File: src/hw/rtl/dupv_pkg.sv
// Shared types, constants and character classifiers for the data URI payload validator
`timescale 1ns / 1ps
`default_nettype none

package dupv_pkg;

    localparam int CNT_W  = 28;
    localparam int SIZE_W = 27;

    localparam logic [CNT_W-1:0] MAX_TEXT_BYTES = CNT_W'(128 * 1024 * 1024);
    localparam logic [CNT_W-1:0] MAX_OUT_BYTES  = CNT_W'(64 * 1024 * 1024);

    localparam logic [7:0] CH_PERCENT = 8'h25;
    localparam logic [7:0] CH_EQUALS  = 8'h3D;
    localparam logic [7:0] CH_TAB     = 8'h09;
    localparam logic [7:0] CH_LF      = 8'h0A;
    localparam logic [7:0] CH_CR      = 8'h0D;
    localparam logic [7:0] CH_SPACE   = 8'h20;

    localparam logic [5:0] LOW2_MASK = 6'h03;
    localparam logic [5:0] LOW4_MASK = 6'h0F;

    typedef enum logic [2:0] {
        ST_OK         = 3'd0,
        ST_BAD_CHAR   = 3'd1,
        ST_BAD_ESCAPE = 3'd2,
        ST_BAD_SYMBOL = 3'd3,
        ST_PAD        = 3'd4,
        ST_LENGTH     = 3'd5,
        ST_NONCANON   = 3'd6,
        ST_LIMIT      = 3'd7
    } status_t;

    typedef enum logic [1:0] {
        ESC_IDLE = 2'd0,
        ESC_HIGH = 2'd1,
        ESC_LOW  = 2'd2
    } esc_phase_t;

    // Payload state captured when a payload closes
    typedef struct packed {
        logic             mode;
        status_t          err;
        logic [CNT_W-1:0] byte_count;
        logic [CNT_W-1:0] symbol_count;
        logic [1:0]       pad_count;
        logic [5:0]       final_sym;
    } snap_t;

    function automatic logic uri_allowed(input logic [7:0] c);
        logic ok;
        ok = 1'b0;
        if ((c >= 8'h30 && c <= 8'h39) || (c >= 8'h41 && c <= 8'h5A) ||
            (c >= 8'h61 && c <= 8'h7A))
        begin
            ok = 1'b1;
        end
        else
        begin
            // ; / ? : @ & = + $ , - _ . ! ~ * ' ( )
            unique case (c)
                8'h3B, 8'h2F, 8'h3F, 8'h3A, 8'h40, 8'h26, 8'h3D, 8'h2B, 8'h24,
                8'h2C, 8'h2D, 8'h5F, 8'h2E, 8'h21, 8'h7E, 8'h2A, 8'h27, 8'h28,
                8'h29:   ok = 1'b1;
                default: ok = 1'b0;
            endcase
        end
        return ok;
    endfunction

    // Bit 4 set marks a non-hex character
    function automatic logic [4:0] hex_value(input logic [7:0] c);
        logic [4:0] v;
        v = 5'h10;
        if (c >= 8'h30 && c <= 8'h39)
        begin
            v = 5'(c - 8'h30);
        end
        else if (c >= 8'h41 && c <= 8'h46)
        begin
            v = 5'(c - 8'h41 + 8'd10);
        end
        else if (c >= 8'h61 && c <= 8'h66)
        begin
            v = 5'(c - 8'h61 + 8'd10);
        end
        return v;
    endfunction

    // Bit 6 set marks a symbol outside the alphabet
    function automatic logic [6:0] b64_value(input logic [7:0] c);
        logic [6:0] v;
        v = 7'h40;
        if (c >= 8'h41 && c <= 8'h5A)
        begin
            v = 7'(c - 8'h41);
        end
        else if (c >= 8'h61 && c <= 8'h7A)
        begin
            v = 7'(c - 8'h61 + 8'd26);
        end
        else if (c >= 8'h30 && c <= 8'h39)
        begin
            v = 7'(c - 8'h30 + 8'd52);
        end
        else if (c == 8'h2B)
        begin
            v = 7'd62;
        end
        else if (c == 8'h2F)
        begin
            v = 7'd63;
        end
        return v;
    endfunction

endpackage

`default_nettype wire

File: src/hw/rtl/data_uri_payload_validator_top.sv
// Top level of the data URI payload validator
//
//  Channel  | Handshake           | Payload
//  ---------+---------------------+-----------------------------------------
//  cfg      | cfg_valid/cfg_ready | base64_mode
//  in       | in_valid/in_stall   | payload_byte, byte_present, last_item
//  out      | out_valid/out_stall | status, decoded_size
//
// One transaction per cycle on the input while in_stall is low; each byte is
// fully scanned in its cycle. A closing transaction is registered into the
// close snapshot register, then evaluated into the result register.
// Input stalls only when both the snapshot and result registers are full and the
// output is stalled. Reset clears all payload state and sets base64_mode to 0.
`timescale 1ns / 1ps
`default_nettype none

module data_uri_payload_validator_top (
    input  wire logic                        clk,
    input  wire logic                        rst_n,
    input  wire logic                        cfg_valid,
    output logic                             cfg_ready,
    input  wire logic                        base64_mode,
    input  wire logic                        in_valid,
    output logic                             in_stall,
    input  wire logic [7:0]                  payload_byte,
    input  wire logic                        byte_present,
    input  wire logic                        last_item,
    output logic                             out_valid,
    input  wire logic                        out_stall,
    output logic [2:0]                       status,
    output logic [dupv_pkg::SIZE_W-1:0]      decoded_size
);
    import dupv_pkg::*;

    logic    mode_reg;
    logic    snap_vld;
    snap_t   snap;
    logic    snap_take;
    status_t status_w;

    assign cfg_ready = 1'b1;
    assign status    = status_w;

    always_ff @(posedge clk or negedge rst_n)
    begin
        if (!rst_n)
        begin
            mode_reg <= 1'b0;
        end
        else if (cfg_valid && cfg_ready)
        begin
            mode_reg <= base64_mode;
        end
    end

    dupv_scan u_scan (
        .clk          (clk),
        .rst_n        (rst_n),
        .mode         (mode_reg),
        .in_valid     (in_valid),
        .in_stall     (in_stall),
        .payload_byte (payload_byte),
        .byte_present (byte_present),
        .last_item    (last_item),
        .snap_vld     (snap_vld),
        .snap         (snap),
        .snap_take    (snap_take)
    );

    dupv_finish u_finish (
        .clk          (clk),
        .rst_n        (rst_n),
        .snap_vld     (snap_vld),
        .snap         (snap),
        .snap_take    (snap_take),
        .out_valid    (out_valid),
        .out_stall    (out_stall),
        .status       (status_w),
        .decoded_size (decoded_size)
    );

endmodule

`default_nettype wire

File: src/hw/rtl/dupv_scan.sv
// Per-byte scanner: escape decoding, base64 symbol checks, counters and close snapshot
`timescale 1ns / 1ps
`default_nettype none

module dupv_scan (
    input  wire logic           clk,
    input  wire logic           rst_n,
    input  wire logic           mode,
    input  wire logic           in_valid,
    output logic                in_stall,
    input  wire logic [7:0]     payload_byte,
    input  wire logic           byte_present,
    input  wire logic           last_item,
    output logic                snap_vld,
    output dupv_pkg::snap_t     snap,
    input  wire logic           snap_take
);
    import dupv_pkg::*;

    esc_phase_t        esc_reg, esc_next;
    logic [3:0]        nib_reg, nib_next;
    status_t           err_reg, err_next;
    logic [CNT_W-1:0]  bc_reg, bc_next;
    logic [CNT_W-1:0]  sc_reg, sc_next;
    logic [1:0]        pc_reg, pc_next;
    logic              ps_reg, ps_next;
    logic [5:0]        fsv_reg, fsv_next;
    logic              snap_vld_reg;
    snap_t             snap_reg, snap_next;

    logic              accept;
    logic              close;
    logic              dec_go;
    logic [7:0]        dec_byte;
    logic [4:0]        hexv;
    logic [6:0]        b64v;
    logic [CNT_W-1:0]  bc_inc;
    logic [1:0]        pc_inc;

    assign in_stall = snap_vld_reg & ~snap_take;
    assign accept   = in_valid & ~in_stall;
    assign close    = accept & last_item;
    assign snap_vld = snap_vld_reg;
    assign snap     = snap_reg;
    assign hexv     = hex_value(payload_byte);
    assign bc_inc   = bc_reg + CNT_W'(1);
    assign pc_inc   = pc_reg + 2'd1;

    always_comb
    begin
        esc_next  = esc_reg;
        nib_next  = nib_reg;
        err_next  = err_reg;
        bc_next   = bc_reg;
        sc_next   = sc_reg;
        pc_next   = pc_reg;
        ps_next   = ps_reg;
        fsv_next  = fsv_reg;
        dec_go    = 1'b0;
        dec_byte  = payload_byte;
        b64v      = 7'h40;
        snap_next = snap_reg;

        if (accept && byte_present && err_reg == ST_OK)
        begin
            unique case (esc_reg)
                ESC_IDLE:
                begin
                    if (payload_byte == CH_PERCENT)
                    begin
                        esc_next = ESC_HIGH;
                    end
                    else if (!uri_allowed(payload_byte))
                    begin
                        err_next = ST_BAD_CHAR;
                    end
                    else
                    begin
                        dec_go = 1'b1;
                    end
                end
                ESC_HIGH:
                begin
                    if (hexv[4])
                    begin
                        err_next = ST_BAD_ESCAPE;
                    end
                    else
                    begin
                        nib_next = hexv[3:0];
                        esc_next = ESC_LOW;
                    end
                end
                ESC_LOW:
                begin
                    if (hexv[4])
                    begin
                        err_next = ST_BAD_ESCAPE;
                    end
                    else
                    begin
                        esc_next = ESC_IDLE;
                        dec_go   = 1'b1;
                        dec_byte = {nib_reg, hexv[3:0]};
                    end
                end
                default:
                begin
                    esc_next = ESC_IDLE;
                end
            endcase
        end

        b64v = b64_value(dec_byte);
        if (dec_go)
        begin
            bc_next = bc_inc;
            if (!mode)
            begin
                if (bc_inc > MAX_OUT_BYTES)
                begin
                    err_next = ST_LIMIT;
                end
            end
            else if (bc_inc > MAX_TEXT_BYTES)
            begin
                err_next = ST_LIMIT;
            end
            else if (dec_byte != CH_TAB && dec_byte != CH_LF &&
                     dec_byte != CH_CR && dec_byte != CH_SPACE)
            begin
                sc_next = sc_reg + CNT_W'(1);
                if (dec_byte == CH_EQUALS)
                begin
                    ps_next = 1'b1;
                    pc_next = pc_inc;
                    if (pc_inc == 2'd3)
                    begin
                        err_next = ST_PAD;
                    end
                end
                else if (ps_reg)
                begin
                    err_next = ST_PAD;
                end
                else if (b64v[6])
                begin
                    err_next = ST_BAD_SYMBOL;
                end
                else
                begin
                    fsv_next = b64v[5:0];
                end
            end
        end

        if (close)
        begin
            snap_next.mode         = mode;
            // An escape left open at the close is a bad escape
            snap_next.err          = (err_next == ST_OK && esc_next != ESC_IDLE) ?
                                     ST_BAD_ESCAPE : err_next;
            snap_next.byte_count   = bc_next;
            snap_next.symbol_count = sc_next;
            snap_next.pad_count    = pc_next;
            snap_next.final_sym    = fsv_next;
            esc_next = ESC_IDLE;
            nib_next = '0;
            err_next = ST_OK;
            bc_next  = '0;
            sc_next  = '0;
            pc_next  = '0;
            ps_next  = 1'b0;
            fsv_next = '0;
        end
    end

    always_ff @(posedge clk or negedge rst_n)
    begin
        if (!rst_n)
        begin
            esc_reg      <= ESC_IDLE;
            nib_reg      <= '0;
            err_reg      <= ST_OK;
            bc_reg       <= '0;
            sc_reg       <= '0;
            pc_reg       <= '0;
            ps_reg       <= 1'b0;
            fsv_reg      <= '0;
            snap_vld_reg <= 1'b0;
        end
        else
        begin
            esc_reg      <= esc_next;
            nib_reg      <= nib_next;
            err_reg      <= err_next;
            bc_reg       <= bc_next;
            sc_reg       <= sc_next;
            pc_reg       <= pc_next;
            ps_reg       <= ps_next;
            fsv_reg      <= fsv_next;
            snap_vld_reg <= close | (snap_vld_reg & ~snap_take);
        end
    end

    always_ff @(posedge clk)
    begin
        snap_reg <= snap_next;
    end

    // A recorded error holds until the payload closes
    assert property (@(posedge clk) disable iff (!rst_n)
        (err_reg != ST_OK && !close) |=> (err_reg == $past(err_reg)))
        else $error("dupv_scan: sticky error changed before close");

    // Symbols are a subset of decoded bytes
    assert property (@(posedge clk) disable iff (!rst_n)
        sc_reg <= bc_reg)
        else $error("dupv_scan: symbol count exceeds byte count");

    // Counters restart after a close
    assert property (@(posedge clk) disable iff (!rst_n)
        close |=> (bc_reg == '0 && err_reg == ST_OK && esc_reg == ESC_IDLE))
        else $error("dupv_scan: state not cleared after close");

endmodule

`default_nettype wire

File: src/hw/rtl/dupv_finish.sv
// Close-of-payload evaluation and result register
`timescale 1ns / 1ps
`default_nettype none

module dupv_finish (
    input  wire logic                         clk,
    input  wire logic                         rst_n,
    input  wire logic                         snap_vld,
    input  wire dupv_pkg::snap_t              snap,
    output logic                              snap_take,
    output logic                              out_valid,
    input  wire logic                         out_stall,
    output dupv_pkg::status_t                 status,
    output logic [dupv_pkg::SIZE_W-1:0]       decoded_size
);
    import dupv_pkg::*;

    logic              out_vld_reg;
    status_t           status_reg, status_next;
    logic [SIZE_W-1:0] size_reg, size_next;
    logic [CNT_W-1:0]  quads;
    logic [CNT_W-1:0]  dec;
    logic [1:0]        data_len_low;
    logic              pad_bad;
    logic              noncanon;

    assign snap_take    = snap_vld & (~out_vld_reg | ~out_stall);
    assign out_valid    = out_vld_reg;
    assign status       = status_reg;
    assign decoded_size = size_reg;

    assign quads        = {2'b00, snap.symbol_count[CNT_W-1:2]};
    assign dec          = (quads << 1) + quads - {{(CNT_W-2){1'b0}}, snap.pad_count};
    assign data_len_low = snap.symbol_count[1:0] - snap.pad_count;
    assign pad_bad      = (snap.pad_count == 2'd1 && data_len_low != 2'd3) ||
                          (snap.pad_count == 2'd2 && data_len_low != 2'd2);
    assign noncanon     = (snap.pad_count == 2'd1 && (snap.final_sym & LOW2_MASK) != '0) ||
                          (snap.pad_count == 2'd2 && (snap.final_sym & LOW4_MASK) != '0);

    always_comb
    begin
        status_next = ST_OK;
        size_next   = '0;
        priority if (snap.err != ST_OK)
        begin
            status_next = snap.err;
        end
        else if (!snap.mode)
        begin
            size_next = snap.byte_count[SIZE_W-1:0];
        end
        else if (snap.symbol_count == '0)
        begin
            status_next = ST_OK;
        end
        else if (snap.symbol_count[1:0] != 2'd0)
        begin
            status_next = ST_LENGTH;
        end
        else if (pad_bad)
        begin
            status_next = ST_PAD;
        end
        else if (noncanon)
        begin
            status_next = ST_NONCANON;
        end
        else if (dec > MAX_OUT_BYTES)
        begin
            status_next = ST_LIMIT;
        end
        else
        begin
            size_next = dec[SIZE_W-1:0];
        end
    end

    always_ff @(posedge clk or negedge rst_n)
    begin
        if (!rst_n)
        begin
            out_vld_reg <= 1'b0;
        end
        else
        begin
            out_vld_reg <= snap_take | (out_vld_reg & out_stall);
        end
    end

    always_ff @(posedge clk)
    begin
        if (snap_take)
        begin
            status_reg <= status_next;
            size_reg   <= size_next;
        end
    end

    // A failed payload reports no size
    assert property (@(posedge clk) disable iff (!rst_n)
        (out_vld_reg && status_reg != ST_OK) |-> (size_reg == '0))
        else $error("dupv_finish: nonzero size with error status");

    // A taken snapshot always lands in the result register
    assert property (@(posedge clk) disable iff (!rst_n)
        snap_take |=> out_vld_reg)
        else $error("dupv_finish: snapshot taken but no result");

endmodule

`default_nettype wire
File: config.mk
export PLATFORM = sky130hd
export DESIGN_NAME = data_uri_payload_validator_top
export DESIGN_NICKNAME = d
export VERILOG_FILES = /design/src/hw/rtl/dupv_pkg.sv /design/src/hw/rtl/data_uri_payload_validator_top.sv /design/src/hw/rtl/dupv_scan.sv /design/src/hw/rtl/dupv_finish.sv
export SDC_FILE = /design/constraint.sdc
export NUM_CORES = 1
export LEC_CHECK = 0
export BUFFER_PORTS_ARGS = -buffer_cell sky130_fd_sc_hd__buf_2
export CAP_MARGIN = 30
export CORE_MARGIN = 5
export CORE_UTILIZATION = 35
export DETAILED_ROUTE_END_ITERATION = 7
export HOLD_SLACK_MARGIN = 0.1
export PLACE_DENSITY = 0.53
export SLEW_MARGIN = 10
export SYNTH_ARGS = -nofsm -noshare
export SYNTH_HDL_FRONTEND = slang
export SYNTH_SLANG_ARGS = --single-unit
File: constraint.sdc
create_clock -name clk -period 10.4 [get_ports clk]
set_input_delay 0.52 -clock clk [delete_from_list [all_inputs] [get_ports clk]]
set_output_delay 0.52 -clock clk [all_outputs]
set_load 0.01 [all_outputs]
==> reports/metrics.yaml, run 1 <==
status:
  run_status: "complete, no violations"
final_layout:
  nNetsFinal: 1315
  largest_reg_flops: 65
  fill_cells: 3254
  layout.cells.non_filler: 1668
  diodes: 0
  drive_gt1_share_pct: 10.2
  finish.utilization_pct: 39.4
  area_delta_synth_final_pct: 12.0
sta:
  tns_ns: 0
  rsz0062_at_grt: "no"
  finClkSkew_ns: 0.0156
  setup_viol: 0
  fin_hold_ws_ns: 0.275
  maxSlewHeadroom_pct: 45.2
  slew_viol_final: 0
  finalCritPeriodShare_pct: 50.7
  fmax_ghz: 0.190
  tightest_slew_ns: 0.812
  min_period_ns: 5.27
  finalHoldViolations: 0
die:
  floorplan.rows: 66
  core_sq_mm: 0.0324
  start_util_pct: 35.2
  die_x_um: 190
  ios: 49
  dieArea_sq_mm: 0.0363
  die_height_um: 190
place:
  gp_congestion: 0.845
  dpl.hpwl_um: 21800
  io_buffer_count: 47
  dp.cells: 1635
yosys:
  yosys.area_share.adder_pct: 9.64
  netlist_area_sq_mm: 0.0114
  synth-main-ff-cell: "edfxtp_1"
  synth-xor-area-share_pct: 6.07
  yosys.area_share.simple_pct: 21.4
  async_flop_share_pct: 44.1
  ys_warn_count: 0
  synth_nets: 1284
  avgSynthCellArea_sq_um: 9.64
  yosysSeqAreaShare_pct: 41.5
  ys_seq_elements: 170
  synth_cell_types: 88
  synth_edf_count: 95
  postSynthCellCount: 1182
  synth_compound_area_share_pct: 13.8
  synth_top_family_by_area: "simple AND/OR/NAND/NOR gates"
  synth.mux.area_fraction_pct: 2.20
detailed_routing:
  vias_per_cell: 5.28
  detail_route.iter0.violations: 582
  num_vias: 8811
  ant_nets: 0
  dr.pass1.iters: 5
  routedWlPerCell_um: 17.3
  drc: 0
  drt_wl_total_um: 28800
setup_path:
  reg2reg_slack_ns: 5.13
  reg2reg_to: "u_finish.decoded_size[26]$_SDFFCE_PP0P_"
  path_class: "flip-flop to flip-flop"
  worstPathRequired_ns: 10.57
  endpoint_kind: "flip-flop"
  reg2reg_from: "u_scan.snap[14]$_DFFE_PP_"
  reg2reg_depth: 13
  cp_max_fo: 7
  start_kind: "flip-flop"
  critPathArrivalTime_ns: 5.44
clock_network:
  numCtsBuffers: 17
  clkTransAtPathRegs_ns: 0.07
  hold_buffers: 1
  h-tree-depth: 4
  root_buffer: "clkbuf_16"
  cts_tree: "yes"
  post_cts_buffers: 0
  worstSkewPairLatency_ns: 0.43
  cts_resized: 0
  cts_sinks: 170
  clk_path_buf_depth: 2
pwr:
  power_density_mw_per_mm2: 131
  intPower_w: 0.00121
  p_leak_nw: 5.39
  p_seq_share_pct: 44.6
  p_comb_share_pct: 15.7
  total_power_w: 0.00167
  clockPowerShare_pct: 39.7
  peakVddDrop_uv: 99.5
  netSwitchingFraction_pct: 27.5
  power.switching_w: 0.000460
global_routing:
  grt_max_degree: 66
  antenna_found_initial: 0
  track_usage_pct: 16.1
  grt.overflow.total: 0
  grt_pass1_vias: 8606
  busiest_layer: "met2"
  gr-usage-met1_pct: 22.9
  met3_usage_pct: 2.58
  grt_use_met2_pct: 25.6
  grt_pass1_wl_um: 47000
worst_hold_path:
  hp-start: "cfg_valid"
  hold_end: "mode_reg$_DFFE_PN0P_"
  hold_path_depth: 2
  worstHoldPathType: "input port to flip-flop"
flow_run:
  maxCapViolCount: 0
## cell usage after synthesis (9+ instances only)
cell type	count	share of area, %
a211oi_1	12	0.79
a21o_1	13	0.86
a21oi_1	40	1.8
a31oi_1	9	0.49
and2_1	80	4.4
and3_1	19	1.0
and4_1	9	0.69
clkbuf_1	35	1.2
dfrtp_1	75	16
edfxtp_1	95	25
ha_1	83	9.1
inv_1	110	3.6
mux2i_1	12	1.1
nand2_1	81	2.7
nand2b_1	10	0.55
nand3_1	45	2.0
nand4_1	30	1.6
nor2_1	71	2.3
nor3_1	25	1.1
nor4_1	16	0.88
o211ai_1	13	0.86
o21ai_0	46	2.0
or3_1	10	0.55
xnor2_1	43	3.3
xor2_1	36	2.8
## final cells by class
cell class / instances / area (sq um) / area share, %
Clock buffer: 23 / 554 / 4.34
Clock inverter: 9 / 90.1 / 0.706
Inverter: 111 / 417 / 3.27
Multi-Input combinational cell: 856 / 6080 / 47.7
Tap cell: 442 / 553 / 4.33
Timing Repair Buffer: 57 / 335 / 2.63
Sequential cell: 170 / 4730 / 37.1
## cell usage in the layout, fill, tap and decap left out, drive strengths merged, types with 6 or more instances in the layout
| cell type | n |
|---|---|
| a31oi | 10 |
| buf | 56 |
| nor2 | 71 |
| o21ai | 49 |
| nand2b | 10 |
| nand4 | 30 |
| o211ai | 14 |
| a211oi | 13 |
| nor3b | 7 |
| o21a | 8 |
| a21o | 13 |
| nand2 | 82 |
| a21oi | 42 |
| and2 | 81 |
| and3 | 19 |
| nor4b | 7 |
| nor3 | 25 |
| edfxtp | 95 |
| nor2b | 8 |
| o31ai | 9 |
| nand3 | 45 |
| o311ai | 6 |
| xnor2 | 43 |
| nor4 | 16 |
| dfrtp | 75 |
| clkinv | 6 |
| mux2 | 9 |
| inv | 114 |
| ha | 83 |
| and4 | 9 |
| or3 | 10 |
| a2111oi | 6 |
| mux2i | 13 |
| clkbuf | 23 |
| xor2 | 36 |
## logic make-up after synthesis
logic type,Yosys count
buffers and inverters,156
other,1
DFF,170
adders and majority gates,86
and+or+nand+nor,446
AOI/OAI and AO/OA,222
xor gates and xnor gates,79
muxes,22
## how the worst max path moves through the flow
| stage | from | end | slack [ns] |
|---|---|---|---|
| CTS | u_scan.snap[7]$_DFFE_PP_ | u_finish.decoded_size[26]$_SDFFCE_PP0P_ | 5.27 |
| finish | u_scan.snap[14]$_DFFE_PP_ | u_finish.decoded_size[26]$_SDFFCE_PP0P_ | 5.13 |
| floorplan | payload_byte[4] | u_scan.fsv_reg[1]$_DFF_PN0_ | 5.89 |
| global route | u_scan.snap[7]$_DFFE_PP_ | u_finish.decoded_size[9]$_SDFFCE_PP0P_ | 4.87 |
| detailed placement | payload_byte[4] | u_scan.sc_reg[14]$_DFF_PN0_ | 5.05 |
| global placement | payload_byte[4] | u_scan.sc_reg[14]$_DFF_PN0_ | 5.14 |
## per-layer routing
metal | share of wire, % | routed length (um) | vias to the layer above
met1 | 48 | 14000 | 4310
met2 | 46 | 13300 | 173
met3 | 3.7 | 1080 | 21
li1 | - | - | 4307
met4 | 1.4 | 408 | 0
met5 | 0 | 0 | -
## power by group through the flow
stage	sequential [W]	clock, W	combinational [W]
final	0.000746	0.000664	0.000262
after global placement	0.000760	0	0.000258
after CTS	0.000746	0.000681	0.000263
after global routing	0.000748	0.000709	0.000289
after floorplan	0.000761	0	0.000171
after detailed placement	0.000760	0	0.000261
## critical path: stages, from the launching register on
cell,delay (ns)
edfxtp_1,0.32
inv_1,0.08
ha_1,0.30
inv_1,0.04
ha_1,0.37
and2_1,0.20
a311o_1,0.33
o21ai_1,0.47
nand2_1,0.33
o311ai_0,0.80
or4b_1,0.54
nor4_1,0.65
nand3_1,0.13
o21ai_0,0.44
## per-stage QoR
stage | setup WS (ns) | area [sq um]
detailed placement | 5.05 | 12100
global route | 4.87 | 12800
CTS | 5.27 | 12800
floorplan | 5.89 | 11400
finish | 5.13 | 12800
global placement | 5.14 | 12100
Power figures use the tool's default switching activity.
==> run 2, diff against run 1 <==
--- a/config.mk
+++ b/config.mk
@@ -11,7 +11,7 @@
 export CORE_UTILIZATION = 35
 export DETAILED_ROUTE_END_ITERATION = 7
 export HOLD_SLACK_MARGIN = 0.1
-export PLACE_DENSITY = 0.53
+export PLACE_DENSITY = 0.55
 export SLEW_MARGIN = 10
 export SYNTH_ARGS = -nofsm -noshare
 export SYNTH_HDL_FRONTEND = slang
==> constraint.sdc (replaced) <==
create_clock -name clk -period 4.25 [get_ports clk]
set_input_delay 0.2125 -clock clk [delete_from_list [all_inputs] [get_ports clk]]
set_output_delay 0.2125 -clock clk [all_outputs]
set_load 0.01 [all_outputs]
==> run 2 against run 1 <==
  * Non-clock buffer count up 77
  * Core utilization is 2.0 points higher
  * Power up 150%
  * Global-route usage hardly changed
  * Cell count up 4.6%
  * Clock power is 130% higher
  * Cell area rose by 5.1%
  * Maximum frequency is 26% higher
  * First-iteration DRC count fell by 20%
  * Largest power group unchanged
  * Sequential power grew 140%
  * Critical path depth up 3
  * Clock skew fell by 0.0019 ns
==> reports/metrics.yaml, run 2 (synthesized netlist as in run 1, its figures left out) <==
detailed_routing:
  detail_route.iter0.violations: 468
  ant_nets: 0
  num_vias: 8943
  dr.pass1.iters: 5
  drt_wl_total_um: 28600
  vias_per_cell: 5.12
  routedWlPerCell_um: 16.4
  drc: 0
setup_path:
  critPathArrivalTime_ns: 4.39
  cp_num_buf_inv: 3
  cpMaxStageDelayCell: "fa_1"
  cp_max_fo: 3
  reg2reg_depth: 16
  endpoint_kind: "flip-flop"
  start_kind: "flip-flop"
  reg2reg_slack_ns: 0.06
  crit_chain: "inv_2, fa_1, inv_2, ha_4, fa_2, a211oi_4, o21bai_2, a2111oi_4, nor3_2, xnor2_1, nand3_1, or4b_4, nor4_4, buf_4, nand4_1, a31o_2"
  crit_family: "adder cells"
  crit_top_cell: "inv_2"
  path_class: "flip-flop to flip-flop"
  reg2reg_from: "u_scan.snap[11]$_DFFE_PP_"
  slowest_delay_ns: 0.54
  worstPathRequired_ns: 4.46
  reg2reg_to: "u_finish.status[1]$_DFFE_PP_"
final_layout:
  mostFrequentLayoutCells: "108 x inv_1, 95 x edfxtp_1, 82 x ha_1"
  layout.cells.non_filler: 1745
  drive_gt1_share_pct: 16.6
  area_delta_synth_final_pct: 17.7
  largest_reg_flops: 65
  final_cell_area_sq_mm: 0.0134
  diodes: 0
  final_common_cell: "inv_1"
  nNetsFinal: 1392
worst_hold_path:
  worstHoldPathType: "input port to flip-flop"
  hold_end: "u_scan.nib_reg[1]$_DFFE_PN0P_"
  hold_path_depth: 4
  hp-start: "payload_byte[7]"
pwr:
  clockPowerShare_pct: 37.1
  total_power_w: 0.00410
  intPower_w: 0.00289
  peakVddDrop_uv: 280
  p_seq_share_pct: 44.5
  p_comb_share_pct: 18.4
  power.switching_w: 0.00121
  p_leak_nw: 5.76
  power_density_mw_per_mm2: 306
  netSwitchingFraction_pct: 29.4
global_routing:
  grt.overflow.total: 0
  antenna_found_initial: 0
  grt_max_degree: 65
  grt_pass1_vias: 8723
  track_usage_pct: 16.1
  grt_pass1_wl_um: 46700
sta:
  slew_viol_final: 0
  setup_viol: 0
  tns_ns: 0
  maxSlewHeadroom_pct: 54.1
  finalHoldViolations: 0
  min_period_ns: 4.19
  finalCritPeriodShare_pct: 98.5
  rsz0062_at_grt: "yes"
  fmax_ghz: 0.239
  fin_hold_ws_ns: 0.256
  finClkSkew_ns: 0.0137
  tightest_slew_ns: 0.671
die:
  ios: 49
  die_height_um: 190
  core_sq_mm: 0.0324
  dieArea_sq_mm: 0.0363
  floorplan.rows: 66
  start_util_pct: 35.2
  die_x_um: 190
status:
  run_status: "complete, no violations"
clock_network:
  clkTransAtPathRegs_ns: 0.08
  clk_path_buf_depth: 2
  h-tree-depth: 4
  root_buffer: "clkbuf_16"
  cts_tree: "yes"
  cts_sinks: 170
  numCtsBuffers: 17
  worstSkewPairLatency_ns: 0.44
place:
  placed_area_sq_mm: 0.0127
  gp_congestion: 0.882
  dp.cells: 1707
  io_buffer_count: 47
  dpl.hpwl_um: 22000
flow_run:
  maxCapViolCount: 0
run 2: cell types whose count changed in the layout (fill, tap and decap cells not counted), moves of 3 or more:
| cell | delta |
|---|---|
| buf_4 | +72 |
| clkbuf_16 | -5 |
| nor3_2 | +3 |
| inv_8 | +5 |
| nor3_1 | -3 |
| dlygate4sd3_1 | +3 |
run 2: cell type report:
cell class                 instances  area [sq um]
clock inverter                    14           149
inverter                         111           417
multi-input combinational        856          6190
sequential                       170          4730
timing repair buffer             134           946
clock buffer                      18           429
tap                              442           553
fill                            3221         19000
run 2: power groups by stage:
| stage | Combinational, W | Clock (W) | Sequential, W |
|---|---|---|---|
| 2_1_floorplan | 0.000419 | 0 | 0.00186 |
| 3_3_place_gp | 0.000716 | 0 | 0.00186 |
| 3_5_place_dp | 0.000729 | 0 | 0.00186 |
| 4_1_cts | 0.000745 | 0.00156 | 0.00182 |
| 5_1_grt | 0.000836 | 0.00163 | 0.00183 |
| 6_report | 0.000753 | 0.00152 | 0.00182 |
run 2: stage by stage:
stage                     utilization (%)  worst slack, ns
after floorplan                         -           0.0130
after global placement               39.1           -0.191
after detailed placement             39.1           -0.296
after CTS                            41.2           0.0135
after global routing                 41.4           -0.133
final                                41.4           0.0624
run 2: worst max path at each step:
| stage | slack [ns] | start | endpoint | cells past startpoint |
|---|---|---|---|---|
| 2_1_floorplan | 0.01 | u_scan.snap[7]$_DFFE_PP_ | u_finish.status[1]$_DFFE_PP_ | 14 |
| 3_3_place_gp | -0.19 | u_scan.snap[7]$_DFFE_PP_ | u_finish.status[1]$_DFFE_PP_ | 15 |
| 3_5_place_dp | -0.30 | u_scan.snap[7]$_DFFE_PP_ | u_finish.status[1]$_DFFE_PP_ | 15 |
| 4_1_cts | 0.01 | u_scan.snap[7]$_DFFE_PP_ | u_finish.status[1]$_DFFE_PP_ | 15 |
| 5_1_grt | -0.13 | u_scan.snap[11]$_DFFE_PP_ | u_finish.status[1]$_DFFE_PP_ | 16 |
| 6_report | 0.06 | u_scan.snap[11]$_DFFE_PP_ | u_finish.status[1]$_DFFE_PP_ | 16 |
run 2: tightest hold or removal path: stages:
cell	delay, ns
buf_2	0.09
or4b_4	0.12
or4_1	0.14
a311oi_1	0.09
run 2: timing repair:
| action | 4_1_cts | 5_1_grt |
|---|---|---|
| buffers inserted | 1 | 1 |
| hold buffers | 4 | 0 |
| pin swaps | 6 | 16 |
| resized for setup | 6 | 18 |
| endpoints found under the setup margin | 5 | 32 |
| hold endpoints to repair | 36 | 0 |
run 2: per-layer routing:
| metal | up-vias | part of all wire (%) | global-route usage [%] |
|---|---|---|---|
| met2 | 131 | 46 | 25.5 |
| li1 | 4472 | - | - |
| met4 | 0 | 1.8 | 4.67 |
| met5 | - | 0 | 0 |
| met1 | 4310 | 49 | 22.5 |
| met3 | 30 | 4.0 | 3.26 |
==> run 3, diff against run 2 <==
--- a/config.mk
+++ b/config.mk
@@ -7,11 +7,10 @@
 export LEC_CHECK = 0
 export BUFFER_PORTS_ARGS = -buffer_cell sky130_fd_sc_hd__buf_2
 export CAP_MARGIN = 30
-export CORE_MARGIN = 5
 export CORE_UTILIZATION = 35
 export DETAILED_ROUTE_END_ITERATION = 7
 export HOLD_SLACK_MARGIN = 0.1
-export PLACE_DENSITY = 0.55
+export PLACE_DENSITY = 0.53
 export SLEW_MARGIN = 10
 export SYNTH_ARGS = -nofsm -noshare
 export SYNTH_HDL_FRONTEND = slang
==> constraint.sdc (replaced) <==
create_clock -name clk -period 5.13 [get_ports clk]
set_input_delay 0.2565 -clock clk [delete_from_list [all_inputs] [get_ports clk]]
set_output_delay 0.2565 -clock clk [all_outputs]
set_load 0.01 [all_outputs]
==> run 3 against run 2 <==
  * First-iteration DRC count up 7.5%
  * Clock skew up 0.0023 ns
  * Maximum frequency down 10%
  * Setup slack better by 0.41 ns
  * Largest power group unchanged
==> reports/metrics.yaml, run 3 (synthesized netlist as in run 1, its figures left out) <==
status:
  run_status: "complete, no violations"
detailed_routing:
  detail_route.iter0.violations: 503
  dr.pass1.iters: 5
  routedWlPerCell_um: 17.4
  num_vias: 8834
  ant_nets: 0
  drt_wl_total_um: 29200
  vias_per_cell: 5.26
  drc: 0
die:
  die_height_um: 182
  start_util_pct: 35.8
  dieArea_sq_mm: 0.0333
  core_sq_mm: 0.0318
  floorplan.rows: 65
  die_x_um: 182
  ios: 49
sta:
  maxSlewHeadroom_pct: 44.0
  finClkSkew_ns: 0.0160
  fmax_ghz: 0.215
  finalCritPeriodShare_pct: 90.9
  setup_viol: 0
  tns_ns: 0
  setup_ws_ns: 0.468
  finalHoldViolations: 0
  rsz0062_at_grt: "no"
  tightest_slew_ns: 0.818
  fin_hold_ws_ns: 0.238
  min_period_ns: 4.66
  slew_viol_final: 0
clock_network:
  root_buffer: "clkbuf_16"
  cts_tree: "yes"
  numCtsBuffers: 17
  clkTransAtPathRegs_ns: 0.07
  clk_path_buf_depth: 2
  post_cts_buffers: 0
  cts_sinks: 170
  worstSkewPairLatency_ns: 0.43
  h-tree-depth: 4
final_layout:
  largest_reg_flops: 65
  layout.cells.non_filler: 1679
  diodes: 0
  multi_input_area_sq_mm: 0.00608
  seqCellArea_sq_mm: 0.00473
  fill_cells: 3144
  final_common_cell: "inv_1"
  drive_gt1_share_pct: 11.3
  area_delta_synth_final_pct: 13.1
  mostFrequentLayoutCells: "110 x inv_1, 95 x edfxtp_1, 83 x ha_1"
  nNetsFinal: 1333
global_routing:
  grt_pass1_wl_um: 47500
  grt_pass1_vias: 8730
  grt.overflow.total: 0
  antenna_found_initial: 1
  grt_max_degree: 65
  track_usage_pct: 18.2
place:
  io_buffer_count: 47
  dp_slack_ns: 0.540
  gp_congestion: 0.887
  dp.cells: 1643
  dpl.hpwl_um: 22400
setup_path:
  slowest_delay_ns: 0.53
  worstPathRequired_ns: 5.31
  cp_max_fo: 7
  endpoint_kind: "flip-flop"
  crit_chain: "inv_1, ha_1, inv_1, ha_1, and2_1, a311o_1, o21ai_1, nand2_1, o311ai_1, buf_4, nand4_1, or4b_1, nor4_1, buf_4, nand4_1, a31o_2"
  start_kind: "flip-flop"
  cpMaxStageDelayCell: "or4b_1"
  path_class: "flip-flop to flip-flop"
  critPathArrivalTime_ns: 4.84
pwr:
  p_leak_nw: 5.46
  peakVddDrop_uv: 224
  power_density_mw_per_mm2: 268
flow_run:
  maxCapViolCount: 0
worst_hold_path:
  worstHoldPathType: "input port to asynchronous set/reset pin"
## run 3: power breakdown
group | internal, W | total (W) | switching, W
registers | 0.00149 | 0.00151 | 0.0000263
clock network | 0.000826 | 0.00139 | 0.000569
logic | 0.000201 | 0.000544 | 0.000343
## run 3: through the flow
| stage | area (sq um) | utilization (%) | power (W) |
|---|---|---|---|
| detailed placement | 12200 | 38.4 | 0.00208 |
| finish | 12900 | 40.5 | 0.00345 |
| global placement | 12200 | 38.3 | 0.00208 |
| CTS | 12900 | 40.5 | 0.00349 |
| floorplan | 11400 | - | 0.00189 |
| global route | 12900 | 40.5 | 0.00359 |
## run 3: per-layer routing
| layer | GRT usage, % | wire length (um) |
|---|---|---|
| met1 | 24.4 | 13900 |
| met2 | 30.4 | 13800 |
| met3 | 3.21 | 1170 |
| met4 | 4.30 | 338 |
| met5 | 0 | 13 |
## run 3: final cells by class
class	count	share of cell area, %
multi-input cells	856	47.2
clock inverters	15	1.67
inverters	111	3.23
well taps	435	4.22
flip-flops and latches	170	36.7
clock buffers	17	3.30
repair buffers	75	3.73
## run 3: worst max-delay path, delay by kind of cell (launching register included)
family,cells,cell delay (ns)
AOI/OAI and AO/OA,4,1.40
adders and majority gates,2,0.66
and+or+nand+nor,6,1.55
DFF,1,0.33
buffers and inverters,4,0.49
## run 3: repair_timing
item | in CTS | in global routing
resized for setup | 0 | 0
hold buffers | 4 | 0
hold endpoints to repair | 19 | 0
## run 3: worst paths after layout
kind,start,to,slack [ns],cells after the start
max in group asynchronous,rst_n,u_scan.bc_reg[23]$_DFF_PN0_,3.80,3
min in group clk,payload_byte[3],u_scan.nib_reg[3]$_DFFE_PN0P_,0.24,3
setup / recovery,u_scan.snap[14]$_DFFE_PP_,u_finish.status[1]$_DFFE_PP_,0.47,16
hold / removal,rst_n,u_scan.sc_reg[16]$_DFF_PN0_,0.24,2
setup reg to reg,u_scan.snap[14]$_DFFE_PP_,u_finish.status[1]$_DFFE_PP_,0.47,16
hold reg to reg,u_scan.snap_vld$_DFF_PN0_,u_finish.out_valid$_DFF_PN0_,0.50,1
